File: config.mk
export PLATFORM = sky130hd
export DESIGN_NAME = pip_smul
export DESIGN_NICKNAME = d
export VERILOG_FILES = /design/src/design/pip_pkg.sv /design/src/design/pip_smul.sv
export SDC_FILE = /design/constraint.sdc
export NUM_CORES = 1
export LEC_CHECK = 0
export BUFFER_PORTS_ARGS = -buffer_cell sky130_fd_sc_hd__buf_2
export CORE_ASPECT_RATIO = 0.5
export CORE_MARGIN = 1
export CORE_UTILIZATION = 55
export CTS_CLUSTER_DIAMETER = 30
export DETAILED_ROUTE_END_ITERATION = 8
export GPL_ROUTABILITY_DRIVEN = 0
export HOLD_SLACK_MARGIN = 0.03
export PLACE_DENSITY = 0.76
export SETUP_SLACK_MARGIN = 0.02
export SYNTH_ARGS = -nofsm -noshare
export SYNTH_HDL_FRONTEND = slang
export SYNTH_SLANG_ARGS = --single-unit
File: constraint.sdc
create_clock -name i_clk -period 6.02 [get_ports i_clk]
set_clock_uncertainty 0.1 [all_clocks]
set_input_delay 0 -clock i_clk [delete_from_list [all_inputs] [get_ports i_clk]]
set_output_delay 0 -clock i_clk [all_outputs]
set_load 0.05 [all_outputs]
File: src/design/pip_pkg.sv
// ============================================================================
// Point-in-polygon package
// Shared widths, command codes and controller/datapath interface structs.
// ============================================================================
package pip_pkg;

    localparam int MAX_VERTICES = 64;
    localparam int ADDR_W       = $clog2(MAX_VERTICES);
    localparam int CNT_W        = 7;
    localparam int COORD_W      = 32;
    localparam int EXT_W        = COORD_W + 1;
    localparam int PROD_W       = 2 * EXT_W;
    localparam int ACC_W        = PROD_W + 2;
    localparam int SM_W         = PROD_W + 1;
    localparam int SMP_W        = 2 * SM_W;
    localparam int TOL_W        = 31;
    localparam int TOL2_W       = 2 * TOL_W;

    localparam logic ACTION_LOAD = 1'b0;
    localparam logic ACTION_TEST = 1'b1;

    localparam logic REG_VERTEX_COUNT = 1'b0;
    localparam logic REG_EDGE_TOL     = 1'b1;

    // Operand pairs of the short multiplier.
    typedef enum logic [3:0] {
        MOP_WXDX, MOP_WYDY, MOP_WXWX, MOP_WYWY,
        MOP_VXDX, MOP_VYDY, MOP_VXVX, MOP_VYVY,
        MOP_DXWY, MOP_DYWX, MOP_DXDX, MOP_DYDY,
        MOP_DXVY, MOP_VXDY, MOP_TOL
    } t_mop;

    typedef enum logic [1:0] {AOP_NONE, AOP_SET, AOP_ADD, AOP_SUB} t_aop;

    typedef enum logic {SMS_CROSS, SMS_LIMIT} t_smsel;

    typedef struct packed {
        logic              wr;
        logic              clr;
        logic              ld_pt;
        logic              mul_en;
        t_mop              mop;
        t_aop              aop;
        logic              rd_en;
        logic [ADDR_W-1:0] rd_addr;
        logic              ld_prev;
        logic              ld_cur;
        logic              shift;
        logic              diff;
        logic              sm_start;
        t_smsel            sm_sel;
        logic              c2_ld;
        logic              tol_ld;
        logic              cmp_small;
        logic              cmp_big;
        logic              toggle;
        logic              emit;
    } t_cmd;

    typedef struct packed {
        logic acc_neg;
        logic acc_pos;
        logic degen;
        logic straddle;
        logic sm_done;
        logic out_free;
        logic on;
    } t_stat;

endpackage

File: src/design/pip_smul.sv
// ============================================================================
// Serial multiplier
// Unsigned shift-and-add multiplier, one multiplier bit per cycle.
// ============================================================================
module pip_smul (
    input  logic                      i_clk,
    input  logic                      i_rst_n,
    input  logic                      i_start,
    input  logic [pip_pkg::SM_W-1:0]  i_a,
    input  logic [pip_pkg::SM_W-1:0]  i_b,
    output logic                      o_done,
    output logic [pip_pkg::SMP_W-1:0] o_prod
);
    import pip_pkg::*;

    localparam int CW = $clog2(SM_W + 1);

    logic             r_busy;
    logic [CW-1:0]    r_cnt;
    logic [SMP_W-1:0] r_prod;
    logic [SMP_W-1:0] r_mc;
    logic [SM_W-1:0]  r_mp;

    always_ff @(posedge i_clk) begin
        if (!i_rst_n) begin
            r_busy <= 1'b0;
            r_cnt  <= '0;
        end else if (i_start) begin
            r_busy <= 1'b1;
            r_cnt  <= CW'(SM_W);
        end else if (r_busy) begin
            r_cnt <= r_cnt - 1'b1;
            if (r_cnt == CW'(1)) begin
                r_busy <= 1'b0;
            end
        end
    end

    always_ff @(posedge i_clk) begin
        if (i_start) begin
            r_prod <= '0;
            r_mc   <= SMP_W'(i_a);
            r_mp   <= i_b;
        end else if (r_busy) begin
            if (r_mp[0]) begin
                r_prod <= r_prod + r_mc;
            end
            r_mc <= r_mc << 1;
            r_mp <= r_mp >> 1;
        end
    end

    assign o_done = !r_busy;
    assign o_prod = r_prod;

endmodule

==> results of run 1 <==
worst reg2reg max path, cell delays in order (launching register included):
cell and delay, ps:
sky130_fd_sc_hd__dfxtp_1 390, sky130_fd_sc_hd__ha_1 200, sky130_fd_sc_hd__inv_1 60, sky130_fd_sc_hd__fa_1 370, sky130_fd_sc_hd__nand2b_1 190, sky130_fd_sc_hd__a21oi_1 280
sky130_fd_sc_hd__o2111ai_1 210, sky130_fd_sc_hd__nand3_1 210, sky130_fd_sc_hd__a31oi_1 270, sky130_fd_sc_hd__o21bai_1 430, sky130_fd_sc_hd__a21oi_1 260, sky130_fd_sc_hd__o41ai_1 750
sky130_fd_sc_hd__a31o_2 290, sky130_fd_sc_hd__xor2_1 160, sky130_fd_sc_hd__nand2_1 70, sky130_fd_sc_hd__a21oi_1 180
routing by layer:
layer,routed length [um],up-vias,part of all wire [%]
met4,2850,0,4.4
li1,-,9517,-
met3,4843,184,7.4
met5,0,-,0
met2,30800,839,47
met1,26890,9437,41
area by class of cell:
type	count	area [um^2]	share of cell area, %
timing repair buffer	422	2863	10.87
antenna	2	5.005	0.01900
clock buffer	64	1449	5.500
tap	530	663.1	2.517
clock inverter	31	339.1	1.287
inverter	50	187.7	0.7124
sequential	343	8212	31.17
multi-input combinational	1913	12630	47.93
stage by stage:
step           instance area (um^2)  power, uW  utilization (%)  hold slack [ps]
2_1_floorplan                 21700       3590                -            17.53
3_3_place_gp                  23150       3837            59.57            172.6
3_5_place_dp                  23150       3857            59.57            170.6
4_1_cts                       26340       7017            67.78            130.5
5_1_grt                       26350       7306            67.79            141.3
6_report                      26350       7077            67.79            141.8
cell families (layout without fill, tap and decap cells):
| family | count (synthesis) | after routing | share of synthesized area, % |
|---|---|---|---|
| other cells | 0 | 2 | 0 |
| buf+inv | 188 | 567 | 4.060 |
| xor+xnor | 128 | 128 | 5.167 |
| simple gates | 762 | 762 | 15.90 |
| fa+ha+maj | 136 | 136 | 7.877 |
| flops | 343 | 343 | 37.83 |
| compound gates | 684 | 684 | 19.04 |
| mux | 203 | 203 | 10.13 |
path summary, 6_finish.rpt:
kind,end,slack [ps],cells after the start
min,r_mp[11]$_DFFE_PP_,140,3
max reg2reg,o_prod[62]$_SDFFE_PP0P_,1490,15
max,o_prod[62]$_SDFFE_PP0P_,1490,15
min reg2reg,o_prod[65]$_SDFFE_PP0P_,370,2
flip-flops by register name (all words and copies together), names as in the netlist:
signal / count
o_prod: 134
r_busy: 1
r_cnt: 7
r_mc: 134
r_mp: 67
cells in the final DEF, fill, tap and decap left out, types with 11 or more instances in the layout:
master | Yosys | final
sky130_fd_sc_hd__a21boi_0 | 14 | 14
sky130_fd_sc_hd__a21o_1 | 64 | 64
sky130_fd_sc_hd__a21oi_1 | 301 | 301
sky130_fd_sc_hd__a31oi_1 | 16 | 16
sky130_fd_sc_hd__and3_1 | 12 | 12
sky130_fd_sc_hd__buf_2 | 16 | 270
sky130_fd_sc_hd__clkbuf_16 | 0 | 54
sky130_fd_sc_hd__dfxtp_1 | 209 | 208
sky130_fd_sc_hd__dlygate4sd3_1 | 0 | 140
sky130_fd_sc_hd__edfxtp_1 | 134 | 134
sky130_fd_sc_hd__ha_1 | 135 | 135
sky130_fd_sc_hd__inv_1 | 50 | 50
sky130_fd_sc_hd__mux2_2 | 131 | 131
sky130_fd_sc_hd__mux2i_1 | 71 | 71
sky130_fd_sc_hd__nand2_1 | 344 | 342
sky130_fd_sc_hd__nand2b_1 | 14 | 14
sky130_fd_sc_hd__nand3_1 | 21 | 21
sky130_fd_sc_hd__nand4_1 | 64 | 64
sky130_fd_sc_hd__nor2_1 | 199 | 198
sky130_fd_sc_hd__nor2b_1 | 19 | 19
sky130_fd_sc_hd__nor3_1 | 34 | 34
sky130_fd_sc_hd__o21ai_0 | 140 | 140
sky130_fd_sc_hd__o21bai_1 | 35 | 35
sky130_fd_sc_hd__o31ai_1 | 11 | 11
sky130_fd_sc_hd__xnor2_1 | 69 | 69
sky130_fd_sc_hd__xor2_1 | 59 | 59
power breakdown:
| part | internal, uW | switching, uW |
|---|---|---|
| Combinational | 475 | 786 |
| Sequential | 2580 | 99.9 |
| Clock | 1900 | 1230 |
| Total | 4960 | 2110 |
==> implementation parameters, run 1 <==
Parameter                              Value

Job
  # Max-Cap Violations    0

Clock tree
  Clock buffers created by TritonCTS    51
  Sink Count    343
  Post-CTS setup buffer count    0
  Post-cts gate resize count    0
  TritonCTS clock tree    built
  Number of buffers on the longest clock path    3
  Number of levels in the clock H-tree    2
  Clk root buf    sky130_fd_sc_hd__clkbuf_16
  Source-to-sink clock delay at the later pin of the worst-skew pair    600 ps
  Clock edge transition at the registers on the reported setup and hold paths    70 ps
  Count of hold-fix buffers inserted at cts    140

Logic synthesis
  Most common cell in the netlist    sky130_fd_sc_hd__nand2_1
  Netlist area before placement    0.02170 mm^2
  Number of synthesized flops with an enable pin    134
  Count of synthesis-stage warnings from yosys    0
  Ys async rst share    0%
  Most instantiated cells after synthesis    sky130_fd_sc_hd__nand2_1, sky130_fd_sc_hd__a21oi_1, sky130_fd_sc_hd__dfxtp_1
  Top cell type's share of synthesized area    19.28%
  Number of instances in the synthesized netlist    2444
  Leading post-synthesis cells by cell area    sky130_fd_sc_hd__dfxtp_1, sky130_fd_sc_hd__edfxtp_1, sky130_fd_sc_hd__ha_1, sky130_fd_sc_hd__a21oi_1, sky130_fd_sc_hd__mux2_2
  Synthesized flop and latch total    343
  Dominant register cell in the synthesized netlist    sky130_fd_sc_hd__dfxtp_1
  Avg Inst Size Synth    8.878 um^2
  Number of distinct library cells after synthesis    92
  Post-Syn Nets    2717
  Largest area contributor in the synthesized netlist    sky130_fd_sc_hd__dfxtp_1
  Sequential cell area fraction in the yosys report    37.83%

Setup path
  Reg-to-Reg Start    o_prod[0]$_SDFFE_PP0P_
  Critical path arrival    4910 ps
  Most common cell type on the critical path    sky130_fd_sc_hd__a21oi_1
  Critical Path Max Stage Delay    750 ps
  Type of the worst setup path    reg -> reg
  Setup crit start kind    flip-flop
  Critical path required time    6410 ps
  Nature of the critical path endpoint    flip-flop
  Critical-path maximum fanout    4
  Chain of cells forming the critical path    ha_1, inv_1, fa_1, nand2b_1, a21oi_1, o2111ai_1, nand3_1, a31oi_1, o21bai_1, a21oi_1, o41ai_1, a31o_2, xor2_1, nand2_1, a21oi_1
  Count of buffer and inverter cells on the critical path    1
  Cell family contributing the most delay on the critical path    compound AO/OA/AOI/OAI gates
  Crit path launch    o_prod[0]$_SDFFE_PP0P_
  Crit path max-delay cell type    sky130_fd_sc_hd__o41ai_1

Finish
  Final non-filler cell total    3355
  Area growth from synthesis to layout    21.42%
  Fraction of final layout cells sized beyond drive strength 1    18.99%
  Count of fill cells added during filler insertion    3003
  Layout Nets    3054

STA
  Total of endpoints with negative setup slack in the final report    0
  RSZ-0062 raised after global routing    false
  Final critical-path required period    4529 ps
  Final max-slew violation count    0
  Max_slew headroom    33.39%
  Worst slew pin tran    999.2 ps
  Total negative slack for setup checks    0 ps
  Achievable frequency    220.8 MHz
  Final Hold Fails    0
  Final critical-path share of the clock period    75.23%
  Worst path setup slack after routing    1491 ps

Global route
  Wire length of the first global-routing pass    101700 um
  Met2 track demand over resource    53.13%
  Number of global-route vias before repair    19300
  Met1 routing resource usage after global routing    39.26%
  Pin count of the biggest net entering global routing    103
  Grt peak-use layer    met2
  Overall fraction of global-route tracks in use    31.52%
  Remaining Overflow, GRT    0
  Antenna violations before repair    2
  Global routing met3 resource utilization    6.435%

Min path
  Beginning of the worst hold path    i_b[11]
  Class of the worst hold path    in -> reg

Drt
  Per-cell via count in the routed design    5.954
  Drt wl/cell    19.49 um
  Via count    19980
  Antenna Nets Post-Route    0
  DRT Pass-1 Iters    6
  Final WL    65390 um
  Violation count after the first detailed-route iteration    1878
  Detailed-route DRC error count    0

Pwr
  Leakage component of the power    0.01107 uW
  IR Drop Worst-Case VDD    0.0002875 V
  Power per Cell Area    268.6 mW/mm^2

Placed design
  Port Buf Inserts    271
  Setup WS pre-CTS    1768 ps
  Number of placed instances, taps included    3118
  HPWL after detailed placement    43500 um

Die
  Vert. Die Dim    142.4 um
  Die W    282.9 um
  Standard-cell rows    51
  Total Die Area    0.04030 mm^2
  Initial core utilization    55.83%
  Top-Level Pins    272
  Core area    0.03886 mm^2

Status
  Result of the run    complete, no violations
Power figures use the tool's default switching activity.
==> run 2: changes to the inputs <==
==> constraint.sdc (replaced) <==
create_clock -name i_clk -period 4.4 [get_ports i_clk]
set_clock_uncertainty 0.1 [all_clocks]
set_input_delay 0 -clock i_clk [delete_from_list [all_inputs] [get_ports i_clk]]
set_output_delay 0 -clock i_clk [all_outputs]
set_load 0.05 [all_outputs]
==> implementation parameters, run 2 (synthesis gave the netlist of run 1 again) <==
Parameter                              Value

Status
  Result of the run    complete, no violations (unchanged)

Drt
  Drt wl/cell    19.36 um (was 19.49 um)
  Antenna Nets Post-Route    0 (unchanged)
  Final WL    65320 um (was 65390 um)
  Violation count after the first detailed-route iteration    2026 (was 1878)
  Via count    20080 (was 19980)
  Per-cell via count in the routed design    5.952 (was 5.954)
  DRT Pass-1 Iters    6 (unchanged)
  Detailed-route DRC error count    0 (unchanged)

STA
  Final max-slew violation count    0 (unchanged)
  Final critical-path required period    4135 ps (was 4529 ps)
  Achievable frequency    241.8 MHz (was 220.8 MHz)
  Minimum hold slack    160.5 ps (was 141.8 ps)
  Total of endpoints with negative setup slack in the final report    0 (unchanged)
  Worst path setup slack after routing    264.6 ps (was 1491 ps)
  Total negative slack for setup checks    0 ps (unchanged)
  RSZ-0062 raised after global routing    false (unchanged)
  Worst slew pin tran    1187 ps (was 999.2 ps)
  Max_slew headroom    20.89% (was 33.39%)
  Final critical-path share of the clock period    93.99% (was 75.23%)
  Final Hold Fails    0 (unchanged)

Die
  Initial core utilization    55.83% (unchanged)
  Die W    282.9 um (unchanged)
  Vert. Die Dim    142.4 um (unchanged)
  Core area    0.03886 mm^2 (unchanged)
  Total Die Area    0.04030 mm^2 (unchanged)
  Top-Level Pins    272 (unchanged)
  Standard-cell rows    51 (unchanged)

Pwr
  Power per Cell Area    354.8 mW/mm^2 (was 268.6 mW/mm^2)
  Leakage component of the power    0.01108 uW (was 0.01107 uW)
  IR Drop Worst-Case VDD    0.0002502 V (was 0.0002875 V)

Global route
  Wire length of the first global-routing pass    101600 um (was 101700 um)
  Antenna violations before repair    1 (was 2)
  Overall fraction of global-route tracks in use    31.44% (was 31.52%)
  Remaining Overflow, GRT    0 (unchanged)
  Pin count of the biggest net entering global routing    135 (was 103)
  Number of global-route vias before repair    19460 (was 19300)

Setup path
  Nature of the critical path endpoint    flip-flop (unchanged)
  Number of cell instances on the worst register-to-register path    16 (was 15)
  Cell family contributing the most delay on the critical path    compound AO/OA/AOI/OAI gates (unchanged)
  Most common cell type on the critical path    sky130_fd_sc_hd__a21oi_2 (was sky130_fd_sc_hd__a21oi_1)
  Critical-path maximum fanout    4 (unchanged)
  Critical path required time    4700 ps (was 6410 ps)
  Critical path arrival    4430 ps (was 4910 ps)
  Critical Path Max Stage Delay    400 ps (was 750 ps)
  Reg-to-Reg Start    o_prod[0]$_SDFFE_PP0P_ (unchanged)
  Chain of cells forming the critical path    ha_1, inv_1, fa_1, nand2b_1, a21oi_2, o2111ai_1, a31oi_1, nor3_1, buf_4, o32ai_1, nor2_1, a21oi_2, a41oi_1, o31a_1, xor2_1, o21ai_0 (was ha_1, inv_1, fa_1, nand2b_1, a21oi_1, o2111ai_1, nand3_1, a31oi_1, o21bai_1, a21oi_1, o41ai_1, a31o_2, xor2_1, nand2_1, a21oi_1)
  Endpoint of the worst register-to-register path    o_prod[130]$_SDFFE_PP0P_ (was o_prod[62]$_SDFFE_PP0P_)
  Count of buffer and inverter cells on the critical path    2 (was 1)
  Crit path max-delay cell type    sky130_fd_sc_hd__fa_1 (was sky130_fd_sc_hd__o41ai_1)
  Setup crit start kind    flip-flop (unchanged)
  Cell count along the critical path    16 (was 15)
  Type of the worst setup path    reg -> reg (unchanged)
  Destination of the critical timing path    o_prod[130]$_SDFFE_PP0P_ (was o_prod[62]$_SDFFE_PP0P_)
  Worst-case register-to-register setup slack    260 ps (was 1490 ps)
  Crit path launch    o_prod[0]$_SDFFE_PP0P_ (unchanged)

Finish
  Layout Nets    3077 (was 3054)
  Leading cell types in the layout, fill and taps excluded    sky130_fd_sc_hd__nand2_1, sky130_fd_sc_hd__a21oi_1, sky130_fd_sc_hd__buf_2, sky130_fd_sc_hd__dfxtp_1, sky130_fd_sc_hd__nor2_1 (unchanged)
  Fraction of final layout cells sized beyond drive strength 1    18.83% (was 18.99%)
  Commonest non-fill, non-tap cell in the layout    sky130_fd_sc_hd__nand2_1 (unchanged)
  Post-route standard cell area excluding fillers    0.02642 mm^2 (was 0.02635 mm^2)
  Area growth from synthesis to layout    21.78% (was 21.42%)

Clock tree
  Sink Count    343 (unchanged)
  Source-to-sink clock delay at the later pin of the worst-skew pair    580 ps (was 600 ps)
  Clock edge transition at the registers on the reported setup and hold paths    60 ps (was 70 ps)
  Clk root buf    sky130_fd_sc_hd__clkbuf_16 (unchanged)
  Number of levels in the clock H-tree    2 (unchanged)
  Clock buffers created by TritonCTS    46 (was 51)
  Number of buffers on the longest clock path    3 (unchanged)
  TritonCTS clock tree    built (unchanged)

Job
  # Max-Cap Violations    0 (unchanged)

Placed design
  Setup WS pre-CTS    210.3 ps (was 1768 ps)
  HPWL after detailed placement    42900 um (was 43500 um)
  Cell area reported after detailed placement    0.02321 mm^2 (was 0.02315 mm^2)
  Port Buf Inserts    271 (unchanged)

Min path
  Class of the worst hold path    in -> reg (unchanged)
  Worst Hold Depth    3 (unchanged)
## run 2: cell count changes in the layout (fill, tap and decap cells not counted), moves of 2 or more
cell / before / now
sky130_fd_sc_hd__a21oi_1: 301 / 298
sky130_fd_sc_hd__a21oi_2: 3 / 6
sky130_fd_sc_hd__buf_4: 10 / 17
sky130_fd_sc_hd__clkbuf_16: 54 / 46
sky130_fd_sc_hd__clkbuf_8: 6 / 1
sky130_fd_sc_hd__clkinv_1: 2 / 4
sky130_fd_sc_hd__clkinv_2: 6 / 2
sky130_fd_sc_hd__clkinv_4: 8 / 4
sky130_fd_sc_hd__clkinv_8: 0 / 2
sky130_fd_sc_hd__dlygate4sd3_1: 140 / 161
sky130_fd_sc_hd__inv_6: 4 / 10
## run 2: cell type report
class	count	area, um^2
Fill cell	3023	12440
Multi-Input combinational cell	1913	12650
Clock inverter	34	396.6
Antenna cell	2	5.005
Sequential cell	343	8212
Clock buffer	51	1180
Timing Repair Buffer	450	3126
Tap cell	530	663.1
Inverter	50	187.7
## run 2: metrics by stage
| step | utilization, % | power (uW) | instances |
|---|---|---|---|
| 2_1_floorplan | - | 4907 | 2444 |
| 3_3_place_gp | 59.73 | 5264 | 3125 |
| 3_5_place_dp | 59.73 | 5290 | 3125 |
| 4_1_cts | 67.94 | 9275 | 3371 |
| 5_1_grt | 67.99 | 9679 | 3372 |
| 6_report | 67.99 | 9375 | 3373 |
## run 2: worst reg2reg max path: cells and delay by family (launching register included)
family	cells	cell delay [ps]
AOI/OAI and AO/OA	8	2090
DFF	1	390
xor gates and xnor gates	1	150
adders and majority gates	2	590
and+or+nand+nor	3	430
buffers and inverters	2	230
## run 2: per-layer routing
layer  GRT usage [%]  vias to the layer above  wire [um]
li1                -                     9562          -
met1           39.85                     9437      26870
met2           52.71                      871      30700
met3           5.204                      205       4810
met4           14.31                        0       2944
met5               0                        -          0
## run 2: worst min-delay path by stage
stage,startpoint,endpoint
after global routing,i_a[42],r_mc[42]$_DFFE_PP_
after global placement,i_rst_n,r_busy$_SDFF_PN0_
after floorplan,i_rst_n,r_busy$_SDFF_PN0_
after CTS,i_a[43],r_mc[43]$_DFFE_PP_
after detailed placement,i_rst_n,r_busy$_SDFF_PN0_
final,i_a[61],r_mc[61]$_DFFE_PP_
## run 2: power by group
group	leakage [uW]	switching (uW)	internal [uW]
clock network	0.000768	1650	2290
registers	0.00304	123	3530
logic	0.00728	1100	683
total	0.0111	2870	6510
## run 2: timing repair
action                     in CTS  in global routing
resized for setup               0                  4
hold endpoints to repair      202                  0
hold buffers                  161                  0
setup endpoints to repair       0                  3
setup buffers                   0                  0
